[config.mk]
export PLATFORM = sky130hd
export DESIGN_NAME = jpeg_frame_size_check
export DESIGN_NICKNAME = d
export VERILOG_FILES = /design/src/rtl/jfsc_pkg.sv /design/src/rtl/jfsc_front.sv /design/src/rtl/jfsc_queue.sv /design/src/rtl/jfsc_back.sv /design/src/rtl/jpeg_frame_size_check.sv
export VERILOG_INCLUDE_DIRS = /design/src /design/src/rtl
export SDC_FILE = /design/constraint.sdc
export NUM_CORES = 1
export LEC_CHECK = 0
export BUFFER_PORTS_ARGS = -buffer_cell sky130_fd_sc_hd__buf_2
export CAP_MARGIN = 0
export CELL_PAD_IN_SITES_DETAIL_PLACEMENT = 1
export CELL_PAD_IN_SITES_GLOBAL_PLACEMENT = 2
export CORE_ASPECT_RATIO = 1.75
export CORE_UTILIZATION = 24
export CTS_CLUSTER_DIAMETER = 200
export DETAILED_ROUTE_END_ITERATION = 10
export GPL_ROUTABILITY_DRIVEN = 0
export PLACE_DENSITY_LB_ADDON = 0.1
export SLEW_MARGIN = 0
export SYNTH_ARGS = -nofsm -noshare
export SYNTH_HDL_FRONTEND = slang
export SYNTH_SLANG_ARGS = --single-unit
[constraint.sdc]
create_clock -name clock -period 3.4 [get_ports clock]
set_input_delay 0.68 -clock clock [delete_from_list [all_inputs] [get_ports clock]]
set_output_delay 0.68 -clock clock [all_outputs]
set_load 0.1 [all_outputs]
[src/rtl/jpeg_frame_size_check_assert.svh]
// assertion macros shared by the frame size check modules
// no dependencies; assertions compile out under SYNTHESIS
`ifndef JPEG_FRAME_SIZE_CHECK_ASSERT_SVH
`define JPEG_FRAME_SIZE_CHECK_ASSERT_SVH
`ifndef SYNTHESIS
`define JFSC_ASSERT_SAME(lbl, clk, rst, ante, cons) \
   lbl: assert property (@(posedge clk) disable iff (rst) (ante) |-> (cons)) \
      else $error("jfsc assertion failed");
`define JFSC_ASSERT_NEXT(lbl, clk, rst, ante, cons) \
   lbl: assert property (@(posedge clk) disable iff (rst) (ante) |=> (cons)) \
      else $error("jfsc assertion failed");
`define JFSC_ASSERT_NEVER(lbl, clk, rst, cond) \
   lbl: assert property (@(posedge clk) disable iff (rst) !(cond)) \
      else $error("jfsc assertion failed");
`else
`define JFSC_ASSERT_SAME(lbl, clk, rst, ante, cons)
`define JFSC_ASSERT_NEXT(lbl, clk, rst, ante, cons)
`define JFSC_ASSERT_NEVER(lbl, clk, rst, cond)
`endif
`endif

[src/rtl/jfsc_pkg.sv]
// shared types and constants of the jpeg frame size check
// no dependencies
package jfsc_pkg;

   localparam logic [7:0] MARKER_NUL      = 8'h00;
   localparam logic [7:0] MARKER_TEM      = 8'h01;
   localparam logic [7:0] MARKER_SOF_LO   = 8'hC0;
   localparam logic [7:0] MARKER_DHT      = 8'hC4;
   localparam logic [7:0] MARKER_JPG      = 8'hC8;
   localparam logic [7:0] MARKER_DAC      = 8'hCC;
   localparam logic [7:0] MARKER_SOF_HI   = 8'hCF;
   localparam logic [7:0] MARKER_RST_LO   = 8'hD0;
   localparam logic [7:0] MARKER_RST_HI   = 8'hD7;
   localparam logic [7:0] MARKER_SOI      = 8'hD8;
   localparam logic [7:0] MARKER_EOI      = 8'hD9;
   localparam logic [7:0] MARKER_SOS      = 8'hDA;
   localparam logic [7:0] MARKER_FILL     = 8'hFF;

   localparam logic [7:0] CSR_EXPECTED_WIDTH  = 8'd0;
   localparam logic [7:0] CSR_EXPECTED_HEIGHT = 8'd1;

   localparam logic [15:0] EXPECTED_WIDTH_RESET  = 16'd7360;
   localparam logic [15:0] EXPECTED_HEIGHT_RESET = 16'd4912;

   localparam logic [1:0] VERDICT_MATCH    = 2'd0;
   localparam logic [1:0] VERDICT_MISMATCH = 2'd1;
   localparam logic [1:0] VERDICT_BAD      = 2'd2;

   typedef struct packed {
      logic [7:0] value;
      logic       last_byte;
      logic       is_fill;
      logic       is_soi;
      logic       is_eoi;
      logic       is_bad_code;
      logic       is_standalone;
      logic       is_frame_code;
   } item_type;

   typedef struct packed {
      logic empty;
      logic full;
   } queue_status_type;

endpackage

[src/rtl/jfsc_front.sv]
// front end: accepts input words and classifies the marker code they carry
// depends on jfsc_pkg
module jfsc_front (
   input  logic                      req_valid,
   output logic                      req_ready,
   input  logic [7:0]                req_byte_value,
   input  logic                      req_last_byte,
   input  jfsc_pkg::queue_status_type q_status,
   output logic                      push,
   output jfsc_pkg::item_type        push_item
);

   logic is_rst;
   logic is_sof_range;

   assign req_ready = !q_status.full;
   assign push      = req_valid && !q_status.full;

   assign is_rst = (req_byte_value >= jfsc_pkg::MARKER_RST_LO) &&
                   (req_byte_value <= jfsc_pkg::MARKER_RST_HI);
   assign is_sof_range = (req_byte_value >= jfsc_pkg::MARKER_SOF_LO) &&
                         (req_byte_value <= jfsc_pkg::MARKER_SOF_HI);

   always_comb begin
      push_item.value         = req_byte_value;
      push_item.last_byte     = req_last_byte;
      push_item.is_fill       = req_byte_value == jfsc_pkg::MARKER_FILL;
      push_item.is_soi        = req_byte_value == jfsc_pkg::MARKER_SOI;
      push_item.is_eoi        = req_byte_value == jfsc_pkg::MARKER_EOI;
      push_item.is_bad_code   = (req_byte_value == jfsc_pkg::MARKER_NUL) ||
                                (req_byte_value == jfsc_pkg::MARKER_EOI) ||
                                (req_byte_value == jfsc_pkg::MARKER_SOS);
      push_item.is_standalone = (req_byte_value == jfsc_pkg::MARKER_TEM) || is_rst;
      push_item.is_frame_code = is_sof_range &&
                                (req_byte_value != jfsc_pkg::MARKER_DHT) &&
                                (req_byte_value != jfsc_pkg::MARKER_JPG) &&
                                (req_byte_value != jfsc_pkg::MARKER_DAC);
   end

endmodule

[src/rtl/jfsc_queue.sv]
// two-entry queue of classified words between front and back
// depends on jfsc_pkg and the assertion macro header
`include "jpeg_frame_size_check_assert.svh"
module jfsc_queue (
   input  logic                       clock,
   input  logic                       reset,
   input  logic                       push,
   input  jfsc_pkg::item_type         push_item,
   input  logic                       pop,
   output jfsc_pkg::item_type         head_item,
   output jfsc_pkg::queue_status_type q_status
);

   jfsc_pkg::item_type entry_ff [2];
   logic       wr_ptr_ff;
   logic       wr_ptr_in;
   logic       rd_ptr_ff;
   logic       rd_ptr_in;
   logic [1:0] count_ff;
   logic [1:0] count_in;

   assign head_item      = entry_ff[rd_ptr_ff];
   assign q_status.empty = count_ff == 2'd0;
   assign q_status.full  = count_ff == 2'd2;

   always_comb begin
      wr_ptr_in = push ? !wr_ptr_ff : wr_ptr_ff;
      rd_ptr_in = pop ? !rd_ptr_ff : rd_ptr_ff;
      count_in  = count_ff + {1'b0, push} - {1'b0, pop};
   end

   always_ff @(posedge clock) begin
      if (reset) begin
         wr_ptr_ff <= 1'b0;
         rd_ptr_ff <= 1'b0;
         count_ff  <= 2'd0;
      end else begin
         wr_ptr_ff <= wr_ptr_in;
         rd_ptr_ff <= rd_ptr_in;
         count_ff  <= count_in;
      end
   end

   always_ff @(posedge clock) begin
      if (push) begin
         entry_ff[wr_ptr_ff] <= push_item;
      end
   end

   `JFSC_ASSERT_NEVER(a_no_push_full, clock, reset, push && q_status.full)
   `JFSC_ASSERT_NEVER(a_no_pop_empty, clock, reset, pop && q_status.empty)
   `JFSC_ASSERT_NEVER(a_count_range, clock, reset, count_ff == 2'd3)

endmodule

[src/rtl/jfsc_back.sv]
// back end: marker segment parser, frame header capture and result register
// depends on jfsc_pkg and the assertion macro header
`include "jpeg_frame_size_check_assert.svh"
module jfsc_back (
   input  logic                       clock,
   input  logic                       reset,
   input  jfsc_pkg::item_type         head_item,
   input  jfsc_pkg::queue_status_type q_status,
   output logic                       pop,
   input  logic [15:0]                expected_width,
   input  logic [15:0]                expected_height,
   output logic                       rsp_valid,
   input  logic                       rsp_ready,
   output logic [1:0]                 rsp_verdict,
   output logic [15:0]                rsp_frame_width,
   output logic [15:0]                rsp_frame_height
);

   typedef enum logic [3:0] {
      PH_SOI_HI,
      PH_SOI_LO,
      PH_SEG_FF,
      PH_CODE,
      PH_LEN_HI,
      PH_LEN_LO,
      PH_SOF_LEN_HI,
      PH_SOF_LEN_LO,
      PH_SKIP,
      PH_SOF_BODY
   } phase_type;

   typedef enum logic [1:0] {
      DEC_NONE,
      DEC_FRAME,
      DEC_BAD
   } decision_type;

   phase_type    phase_ff, phase_in;
   decision_type dec_ff, dec_in;
   logic [15:0]  left_ff, left_in;
   logic [7:0]   len_hi_ff, len_hi_in;
   logic [2:0]   sof_off_ff, sof_off_in;
   logic [15:0]  cap_w_ff, cap_w_in;
   logic [15:0]  cap_h_ff, cap_h_in;
   logic         prev_fill_ff, prev_fill_in;
   logic         rsp_valid_ff, rsp_valid_in;
   logic [1:0]   verdict_ff, verdict_in;
   logic [15:0]  width_ff, width_in;
   logic [15:0]  height_ff, height_in;

   logic        out_free;
   logic [15:0] seg_len;
   logic [15:0] left_dec;
   logic        eoi;

   assign out_free = !rsp_valid_ff || rsp_ready;
   assign pop      = !q_status.empty && (!head_item.last_byte || out_free);
   assign seg_len  = {len_hi_ff, head_item.value};
   assign left_dec = left_ff - 16'd1;
   assign eoi      = prev_fill_ff && head_item.is_eoi;

   assign rsp_valid        = rsp_valid_ff;
   assign rsp_verdict      = verdict_ff;
   assign rsp_frame_width  = width_ff;
   assign rsp_frame_height = height_ff;

   always_comb begin
      phase_in     = phase_ff;
      dec_in       = dec_ff;
      left_in      = left_ff;
      len_hi_in    = len_hi_ff;
      sof_off_in   = sof_off_ff;
      cap_w_in     = cap_w_ff;
      cap_h_in     = cap_h_ff;
      prev_fill_in = prev_fill_ff;
      rsp_valid_in = rsp_valid_ff && !rsp_ready;
      verdict_in   = verdict_ff;
      width_in     = width_ff;
      height_in    = height_ff;

      if (pop) begin
         if (dec_ff == DEC_NONE) begin
            unique case (phase_ff)
               PH_SOI_HI: begin
                  if (head_item.is_fill) phase_in = PH_SOI_LO;
                  else dec_in = DEC_BAD;
               end
               PH_SOI_LO: begin
                  if (head_item.is_soi) phase_in = PH_SEG_FF;
                  else dec_in = DEC_BAD;
               end
               PH_SEG_FF: begin
                  if (head_item.is_fill) phase_in = PH_CODE;
                  else dec_in = DEC_BAD;
               end
               PH_CODE: begin
                  priority if (head_item.is_fill) begin
                     phase_in = PH_CODE;
                  end else if (head_item.is_bad_code) begin
                     dec_in = DEC_BAD;
                  end else if (head_item.is_standalone) begin
                     phase_in = PH_SEG_FF;
                  end else if (head_item.is_frame_code) begin
                     phase_in = PH_SOF_LEN_HI;
                  end else begin
                     phase_in = PH_LEN_HI;
                  end
               end
               PH_LEN_HI: begin
                  len_hi_in = head_item.value;
                  phase_in  = PH_LEN_LO;
               end
               PH_SOF_LEN_HI: begin
                  len_hi_in = head_item.value;
                  phase_in  = PH_SOF_LEN_LO;
               end
               PH_LEN_LO: begin
                  priority if (seg_len < 16'd2) begin
                     dec_in = DEC_BAD;
                  end else if (seg_len == 16'd2) begin
                     phase_in = PH_SEG_FF;
                  end else begin
                     left_in  = seg_len - 16'd2;
                     phase_in = PH_SKIP;
                  end
               end
               PH_SOF_LEN_LO: begin
                  if (seg_len < 16'd7) begin
                     dec_in = DEC_BAD;
                  end else begin
                     left_in    = seg_len - 16'd2;
                     sof_off_in = 3'd0;
                     phase_in   = PH_SOF_BODY;
                  end
               end
               PH_SKIP: begin
                  left_in = left_dec;
                  if (left_dec == 16'd0) phase_in = PH_SEG_FF;
               end
               PH_SOF_BODY: begin
                  unique case (sof_off_ff)
                     3'd1: cap_h_in = {head_item.value, 8'd0};
                     3'd2: cap_h_in = {cap_h_ff[15:8], head_item.value};
                     3'd3: cap_w_in = {head_item.value, 8'd0};
                     3'd4: cap_w_in = {cap_w_ff[15:8], head_item.value};
                     default: begin
                     end
                  endcase
                  if (sof_off_ff != 3'd7) sof_off_in = sof_off_ff + 3'd1;
                  left_in = left_dec;
                  if (left_dec == 16'd0) dec_in = DEC_FRAME;
               end
               default: dec_in = DEC_BAD;
            endcase
         end

         if (!head_item.last_byte) begin
            prev_fill_in = head_item.is_fill;
         end else begin
            rsp_valid_in = 1'b1;
            if (dec_in == DEC_FRAME) begin
               width_in  = cap_w_in;
               height_in = cap_h_in;
               priority if (!eoi) begin
                  verdict_in = jfsc_pkg::VERDICT_BAD;
               end else if (cap_w_in == expected_width && cap_h_in == expected_height) begin
                  verdict_in = jfsc_pkg::VERDICT_MATCH;
               end else begin
                  verdict_in = jfsc_pkg::VERDICT_MISMATCH;
               end
            end else begin
               width_in   = 16'd0;
               height_in  = 16'd0;
               verdict_in = jfsc_pkg::VERDICT_BAD;
            end
            phase_in     = PH_SOI_HI;
            dec_in       = DEC_NONE;
            left_in      = 16'd0;
            len_hi_in    = 8'd0;
            sof_off_in   = 3'd0;
            cap_w_in     = 16'd0;
            cap_h_in     = 16'd0;
            prev_fill_in = 1'b0;
         end
      end
   end

   always_ff @(posedge clock) begin
      if (reset) begin
         phase_ff     <= PH_SOI_HI;
         dec_ff       <= DEC_NONE;
         left_ff      <= 16'd0;
         len_hi_ff    <= 8'd0;
         sof_off_ff   <= 3'd0;
         cap_w_ff     <= 16'd0;
         cap_h_ff     <= 16'd0;
         prev_fill_ff <= 1'b0;
         rsp_valid_ff <= 1'b0;
      end else begin
         phase_ff     <= phase_in;
         dec_ff       <= dec_in;
         left_ff      <= left_in;
         len_hi_ff    <= len_hi_in;
         sof_off_ff   <= sof_off_in;
         cap_w_ff     <= cap_w_in;
         cap_h_ff     <= cap_h_in;
         prev_fill_ff <= prev_fill_in;
         rsp_valid_ff <= rsp_valid_in;
      end
      verdict_ff <= verdict_in;
      width_ff   <= width_in;
      height_ff  <= height_in;
   end

   `JFSC_ASSERT_SAME(a_last_pop_room, clock, reset, pop && head_item.last_byte, out_free)
   `JFSC_ASSERT_NEXT(a_last_gives_rsp, clock, reset, pop && head_item.last_byte, rsp_valid_ff)
   `JFSC_ASSERT_NEXT(a_last_restarts, clock, reset, pop && head_item.last_byte,
                     phase_ff == PH_SOI_HI && dec_ff == DEC_NONE)
   `JFSC_ASSERT_SAME(a_verdict_code, clock, reset, rsp_valid_ff,
                     verdict_ff == jfsc_pkg::VERDICT_MATCH ||
                     verdict_ff == jfsc_pkg::VERDICT_MISMATCH ||
                     verdict_ff == jfsc_pkg::VERDICT_BAD)
   `JFSC_ASSERT_SAME(a_match_size, clock, reset,
                     rsp_valid_ff && verdict_ff == jfsc_pkg::VERDICT_MATCH,
                     width_ff == expected_width && height_ff == expected_height)

endmodule

[src/rtl/jpeg_frame_size_check.sv]
// jpeg frame size check: top level with configuration registers
// depends on jfsc_pkg, jfsc_front, jfsc_queue and jfsc_back
//
// The file streams in one word per byte on req_ (req_byte_value, with
// req_last_byte on the final byte). The block checks the SOI marker, walks
// the marker segments and captures height and width from the first frame
// header segment. On the final byte it returns one word on rsp_: verdict
// (match, mismatch, or bad: malformed or no frame header) and captured size.
// Other bytes return nothing. The next byte starts a new file.
// csr_ writes expected_width (index 0) and expected_height (index 1); other
// indexes are dropped. csr_ready is always high.
// Throughput is one byte per cycle unless a stalled rsp_ backs up; the
// parser takes one byte per cycle. A byte passes the classifier into a
// two-entry queue; the result word is registered as the final byte pops.
// A stalled rsp_ holds its word; bytes keep flowing until the final byte of
// the next file reaches the parser, then the queue fills and req_ready drops.
// Synchronous reset clears the parser and queue and restores the expected
// size to 7360 by 4912.
module jpeg_frame_size_check (
   input  logic        clock,
   input  logic        reset,
   input  logic        req_valid,
   output logic        req_ready,
   input  logic [7:0]  req_byte_value,
   input  logic        req_last_byte,
   output logic        rsp_valid,
   input  logic        rsp_ready,
   output logic [1:0]  rsp_verdict,
   output logic [15:0] rsp_frame_width,
   output logic [15:0] rsp_frame_height,
   input  logic        csr_valid,
   output logic        csr_ready,
   input  logic [7:0]  csr_index,
   input  logic [15:0] csr_data
);

   logic [15:0] exp_width_ff, exp_width_in;
   logic [15:0] exp_height_ff, exp_height_in;

   logic                       push;
   logic                       pop;
   jfsc_pkg::item_type         push_item;
   jfsc_pkg::item_type         head_item;
   jfsc_pkg::queue_status_type q_status;

   assign csr_ready = 1'b1;

   always_comb begin
      exp_width_in  = exp_width_ff;
      exp_height_in = exp_height_ff;
      if (csr_valid) begin
         if (csr_index == jfsc_pkg::CSR_EXPECTED_WIDTH) exp_width_in = csr_data;
         if (csr_index == jfsc_pkg::CSR_EXPECTED_HEIGHT) exp_height_in = csr_data;
      end
   end

   always_ff @(posedge clock) begin
      if (reset) begin
         exp_width_ff  <= jfsc_pkg::EXPECTED_WIDTH_RESET;
         exp_height_ff <= jfsc_pkg::EXPECTED_HEIGHT_RESET;
      end else begin
         exp_width_ff  <= exp_width_in;
         exp_height_ff <= exp_height_in;
      end
   end

   jfsc_front u_front (
      .req_valid      (req_valid),
      .req_ready      (req_ready),
      .req_byte_value (req_byte_value),
      .req_last_byte  (req_last_byte),
      .q_status       (q_status),
      .push           (push),
      .push_item      (push_item)
   );

   jfsc_queue u_queue (
      .clock     (clock),
      .reset     (reset),
      .push      (push),
      .push_item (push_item),
      .pop       (pop),
      .head_item (head_item),
      .q_status  (q_status)
   );

   jfsc_back u_back (
      .clock            (clock),
      .reset            (reset),
      .head_item        (head_item),
      .q_status         (q_status),
      .pop              (pop),
      .expected_width   (exp_width_ff),
      .expected_height  (exp_height_ff),
      .rsp_valid        (rsp_valid),
      .rsp_ready        (rsp_ready),
      .rsp_verdict      (rsp_verdict),
      .rsp_frame_width  (rsp_frame_width),
      .rsp_frame_height (rsp_frame_height)
   );

endmodule
==> results.py, run 1 <==
metrics = {
    "status": {
        "outcome": "complete, no violations",
    },
    "timing": {
        "fmax_ghz": 0.314,
        "slew_headroom": 0.393,
        "hold_viol": 0,
        "final_max_slew_viol_count": 0,
        "rsz0062_at_grt": "no",
        "fin_skew_ps": 9.02,
        "setup_violations": 0,
        "fin_setup_tns_ps": 0,
        "min_period_ps": 3180,
        "tightestPinTransition_ps": 900,
        "min_period_over_period": 0.936,
    },
    "worst_setup_path": {
        "cp_top_family": "simple AND/OR/NAND/NOR gates",
        "cp_slowest_stage_delay_ps": 510,
        "worstPathCellList": "ha_1, ha_1, a21oi_1, o31ai_1, and3_1, nor4b_1, buf_4, nand4_1, nor4_1, buf_4, a31oi_1",
        "path_class": "flop to flop",
        "crit_arrival_ps": 3380,
        "required_ps": 3600,
        "critPathLaunchType": "flop",
        "worst-path-buf-inv": 2,
        "end_kind": "flop",
        "crit_slowest_cell": "a21oi_1",
        "cp_max_fo": 8,
    },
    "clock_tree": {
        "cts-buffers-inserted": 17,
        "htreeDepth": 4,
        "clk_pin_slew_ps": 70,
        "cts_tree": "done",
        "post_cts_resized": 0,
        "clock_path_buffers": 2,
        "post_cts_buffers": 0,
        "clkLatencyLatePin_ps": 460,
        "clock_sinks": 168,
        "root_buffer": "clkbuf_16",
        "cts_hold_buf": 0,
    },
    "synthesis": {
        "yosys_register_bits": 168,
        "synth_area_per_cell_um2": 9.58,
        "syn_area_um2": 8380,
        "ys_seq_area_frac": 0.478,
        "yosys.cell_types.count": 78,
        "syn_inst": 875,
        "synth_nets": 924,
        "synthArstFlopShare": 0,
        "ys.warnings.count": 0,
        "synth_edf_count": 64,
        "synth_ff_type": "dfxtp_1",
    },
    "grt": {
        "track_usage": 0.188,
        "grt_pass1_vias": 7585,
        "antenna_found_initial": 0,
        "grt_pass1_wl_mm": 48.1,
        "overflow": 0,
        "grt_max_degree": 47,
    },
    "floorplan": {
        "die_h_um": 249,
        "core_um2": 34500,
        "start_util": 0.243,
        "die-area_um2": 35700,
        "rows": 90,
        "die_x_um": 143,
        "ios": 75,
    },
    "power": {
        "vdd_drop_max_v": 0.000390,
        "leakagePower_nw": 3.75,
        "finalPower_mw": 7.31,
        "cellPowerDensity_nw_per_um2": 709,
    },
    "final_layout": {
        "finish.instance_area_um2": 10300,
        "layout_common_cells": "nor2_1 (120), dfxtp_1 (104), buf_2 (72), nand2_1 (71), buf_4 (69)",
        "diodes": 0,
        "syn2layout_area_growth_pct": 23.0,
        "layout.nets": 1039,
        "drive_gt1_frac": 0.221,
        "finalNonFillerCells": 1463,
        "final_core_util": 0.299,
        "final_common_cell": "nor2_1",
    },
    "routing": {
        "drt_pre_antenna_iters": 4,
        "num_vias": 7054,
        "drc": 0,
        "vias_per_cell": 4.82,
        "ant_nets": 0,
        "totalWireLength_mm": 31.7,
        "wl_per_cell_um": 21.7,
        "drtIter0Drc": 247,
    },
    "job": {
        "maxCapViolCount": 0,
    },
    "hold_path": {
        "min_path_type": "input port to flop",
    },
    "placed_design": {
        "placed_area_um2": 9710,
        "port_buffers": 73,
        "hpwl_mm": 24.5,
        "placedCellCount": 1431,
    },
}
-- worst paths after layout --
kind / from / endpoint / slack [ps] / cells after the start
setup / recovery: u_back.sof_off_ff[0]$_SDFFE_PP0P_ / u_back.rsp_verdict[0]$_SDFFCE_PN0P_ / 220 / 11
hold reg to reg: u_back.prev_fill_ff$_SDFFE_PP0P_ / u_back.prev_fill_ff$_SDFFE_PP0P_ / 460 / 2
hold / removal: req_last_byte / u_queue.entry_ff[0][6]$_DFFE_PP_ / 420 / 1
setup reg to reg: u_back.sof_off_ff[0]$_SDFFE_PP0P_ / u_back.rsp_verdict[0]$_SDFFCE_PN0P_ / 220 / 11
-- area by class of cell --
cell class	count	area [um2]
fillers	4063	24100
multi-input cells	641	4120
flip-flops and latches	168	4000
repair buffers	144	938
well taps	460	576
clock buffers	20	467
clock inverters	12	135
inverters	18	67.6
-- power by group --
group          switching (mW)  internal [mW]  total (mW)
registers               0.120           2.34        2.46
clock network           0.920           1.09        2.01
logic                    2.10          0.744        2.84
total                    3.14           4.17        7.31
-- sequential cells by signal, indices dropped and copies added, names as in the netlist, named ones only --
name	flops
exp_height_ff	16
u_queue.wr_ptr_ff	1
exp_width_ff	16
u_back.phase_ff	4
u_queue.entry_ff	30
u_back.rsp_frame_width	16
u_back.sof_off_ff	3
u_back.left_ff	16
u_queue.rd_ptr_ff	1
u_back.dec_ff	2
u_back.prev_fill_ff	1
u_back.len_hi_ff	8
u_back.cap_h_ff	16
u_back.rsp_valid	1
u_queue.count_ff	2
u_back.rsp_frame_height	16
u_back.rsp_verdict	2
u_back.cap_w_ff	16
-- layer usage --
layer	global-route usage	vias to the layer above	share of wire
met5	0	-	0
met1	0.188	3496	0.37
met4	0.0942	0	0.044
met2	0.365	109	0.57
met3	0.0269	40	0.019
li1	-	3409	-
-- worst register-to-register path, delay by kind of cell (launching register included) --
family          cells  cell delay [ps]
compound gates      3              760
buf+inv             2              320
flops               1              350
fa+ha+maj           2              450
simple gates        4             1050
-- synth_stat cells, types with 8 or more instances --
library cell / count / area share
nor2_1: 121 / 0.054
and2_1: 15 / 0.011
dfxtp_1: 104 / 0.25
and3_1: 8 / 0.0060
mux2i_1: 38 / 0.045
xnor2_1: 31 / 0.032
xor2_1: 15 / 0.016
o21ai_0: 25 / 0.015
a22oi_1: 39 / 0.035
o31ai_1: 8 / 0.0072
nor3_1: 27 / 0.016
o2111ai_1: 9 / 0.0094
edfxtp_1: 64 / 0.23
ha_1: 11 / 0.016
nor4_1: 8 / 0.0060
nand3_1: 29 / 0.017
nor2b_1: 14 / 0.010
clkbuf_1: 37 / 0.017
nand2_1: 71 / 0.032
nand4_1: 12 / 0.0090
inv_1: 17 / 0.0076
mux2_2: 11 / 0.015
a21oi_1: 44 / 0.026
-- cell families (layout without fill, tap and decap cells) --
kind of cell / count (synthesis) / in the layout / share of synthesized area
AO/OA/AOI/OAI: 176 / 176 / 0.148
AND/OR/NAND/NOR: 356 / 356 / 0.213
multiplexers: 51 / 51 / 0.0636
flip-flops: 168 / 168 / 0.478
adder cells (fa/ha/maj): 11 / 11 / 0.0164
buffers and inverters: 66 / 194 / 0.0326
other: 1 / 1 / 0.000448
XOR/XNOR: 46 / 46 / 0.0481
-- through the flow --
step / hold WS (ps) / setup WS (ps)
global placement: 447 / 167
finish: 425 / 217
global route: 419 / 7.44
CTS: 409 / 149
floorplan: 432 / 542
detailed placement: 455 / 166
(Power assumes the default switching activity.)
==> run 2: changes to the inputs <==
--- a/config.mk
+++ b/config.mk
@@ -10,7 +10,7 @@
 export CAP_MARGIN = 0
 export CELL_PAD_IN_SITES_DETAIL_PLACEMENT = 1
 export CELL_PAD_IN_SITES_GLOBAL_PLACEMENT = 2
-export CORE_ASPECT_RATIO = 1.75
+export CORE_ASPECT_RATIO = 0.6
 export CORE_UTILIZATION = 24
 export CTS_CLUSTER_DIAMETER = 200
 export DETAILED_ROUTE_END_ITERATION = 10
==> run 2 against run 1 <==
Clock-buffer cell count fell by 1. Core utilization rose by 0.31 points. Final cell count fell by 0.75%. Critical endpoint is now u_back.phase_ff[2]$_SDFFE_PP0P_. Largest power group unchanged.
==> results.py, run 2 (synthesis results as in run 1) <==
metrics = {
    "status": {
        "outcome": "complete, no violations",
    },
    "clock_tree": {
        "htreeDepth": 4,
        "cts-buffers-inserted": 17,
        "clock_sinks": 168,
        "clock_path_buffers": 2,
        "clkLatencyLatePin_ps": 450,
        "clk_pin_slew_ps": 70,
        "root_buffer": "clkbuf_16",
        "cts_tree": "done",
        "cts_hold_buf": 0,
    },
    "worst_setup_path": {
        "crit_arrival_ps": 3540,
        "critPathCapture": "u_back.phase_ff[2]$_SDFFE_PP0P_",
        "r2r.worst_path.cells": 11,
        "path_class": "flop to flop",
        "reg2reg_setup_slack_ps": 250,
        "rr_endpoint": "u_back.phase_ff[2]$_SDFFE_PP0P_",
        "critPathLaunch": "u_back.left_ff[1]$_SDFFE_PP0P_",
        "critPathLaunchType": "flop",
        "r2r_start": "u_back.left_ff[1]$_SDFFE_PP0P_",
        "required_ps": 3790,
        "end_kind": "flop",
        "cp_max_fo": 8,
    },
    "timing": {
        "hold_viol": 0,
        "fin_skew_ps": 11.9,
        "fmax_ghz": 0.317,
        "final_max_slew_viol_count": 0,
        "rsz0062_at_grt": "no",
        "min_period_over_period": 0.928,
        "setup_violations": 0,
        "slew_headroom": 0.459,
        "tightestPinTransition_ps": 806,
        "min_period_ps": 3150,
        "fin_setup_tns_ps": 0,
    },
    "routing": {
        "drtIter0Drc": 512,
        "ant_nets": 0,
        "num_vias": 7109,
        "drt_pre_antenna_iters": 4,
        "wl_per_cell_um": 21.8,
        "drc": 0,
        "totalWireLength_mm": 31.6,
        "vias_per_cell": 4.90,
    },
    "grt": {
        "overflow": 0,
        "grt_pass1_vias": 6987,
        "top_usage_layer": "met1",
        "track_usage": 0.181,
        "gr-usage-met3": 0.0239,
        "antenna_found_initial": 1,
        "grt_pass1_wl_mm": 47.6,
        "met1_usage": 0.316,
        "use_met2": 0.216,
        "grt_max_degree": 87,
    },
    "floorplan": {
        "rows": 52,
        "die-area_um2": 35700,
        "ios": 75,
        "die_h_um": 147,
        "start_util": 0.246,
        "die_x_um": 243,
        "core_um2": 34000,
    },
    "final_layout": {
        "fill_cells": 3918,
        "finalNonFillerCells": 1452,
        "diodes": 0,
        "syn2layout_area_growth_pct": 22.8,
        "largest_reg_flops": 30,
        "final_common_cell": "nor2_1",
        "layout_common_cells": "nor2_1 (120), dfxtp_1 (103), buf_2 (73), nand2_1 (71), edfxtp_1 (64)",
        "layout.nets": 1029,
        "drive_gt1_frac": 0.216,
        "max_flop_register": "u_queue.entry_ff",
    },
    "placed_design": {
        "hpwl_mm": 23.6,
        "placedCellCount": 1417,
        "port_buffers": 73,
    },
    "hold_path": {
        "worstHoldStart": "req_last_byte",
        "min_path_type": "input port to flop",
    },
    "power": {
        "leakagePower_nw": 3.72,
        "vdd_drop_max_v": 0.000461,
        "cellPowerDensity_nw_per_um2": 721,
    },
    "job": {
        "maxCapViolCount": 0,
    },
}
==> run 2: cell count changes in the layout (fill, tap and decap cells not counted), moves of 2 or more <==
cell and delta:
buf_12 +3, inv_6 +3, clkinv_4 -4, buf_4 -14
clkbuf_8 -3, clkbuf_16 +2
==> run 2: stage by stage <==
step | instance area (um2) | hold WS (ps) | power [mW] | setup slack [ps] | utilization
5_1_grt | 10300 | 422 | 7.75 | 19.1 | 0.302
6_report | 10300 | 433 | 7.41 | 245 | 0.302
4_1_cts | 10200 | 406 | 7.44 | 28.0 | 0.301
3_5_place_dp | 9630 | 452 | 5.40 | -19.8 | 0.283
2_1_floorplan | 8380 | 432 | 4.40 | 542 | -
3_3_place_gp | 9630 | 444 | 5.40 | 102 | 0.283
==> run 2: layout make-up <==
type                    count  area (um2)  area share
inverters                  18        67.6     0.00657
flip-flops and latches    168        4010       0.389
repair buffers            134         898      0.0873
well taps                 459         574      0.0558
clock buffers              19         475      0.0462
clock inverters            13         119      0.0116
multi-input cells         641        4150       0.403
==> run 2: repair_timing <==
action | CTS | global route
endpoints found under the setup margin | 19 | 18
resized for setup | 1 | 3
buffers inserted | 0 | 3
pin swaps | 0 | 1
==> run 2: worst min-delay path by stage <==
stage                                             to  slack [ps]  cells past startpoint
finish              u_queue.entry_ff[1][6]$_DFFE_PP_         430                      1
global route        u_queue.entry_ff[1][6]$_DFFE_PP_         420                      1
CTS                 u_queue.entry_ff[1][6]$_DFFE_PP_         410                      1
detailed placement   u_back.cap_w_ff[8]$_SDFFE_PP0P_         450                      2
global placement     u_back.cap_w_ff[8]$_SDFFE_PP0P_         440                      2
floorplan           u_back.prev_fill_ff$_SDFFE_PP0P_         430                      2
==> run 2: where the power goes <==
part	switching, mW	internal [mW]	leakage [nW]
registers	0.129	2.34	1.45
clock network	0.959	1.06	0.299
logic	2.16	0.775	1.96
total	3.24	4.17	3.72
==> run 2: per-layer routing <==
layer / share of wire / wire length [um]
met5: 0 / 0
met1: 0.60 / 19000
met2: 0.36 / 11500
met4: 0.0066 / 210
met3: 0.032 / 999
==> run 2: critical path, cell delays in order, from the launching register on <==
cell       delay (ps)
dfxtp_1           380
inv_1             110
ha_1              160
or4b_1            510
buf_4             190
or3b_2            430
a21oi_1           160
o2111ai_1         240
buf_4             240
o21ba_2           240
nor4b_4           280
a32o_1            170
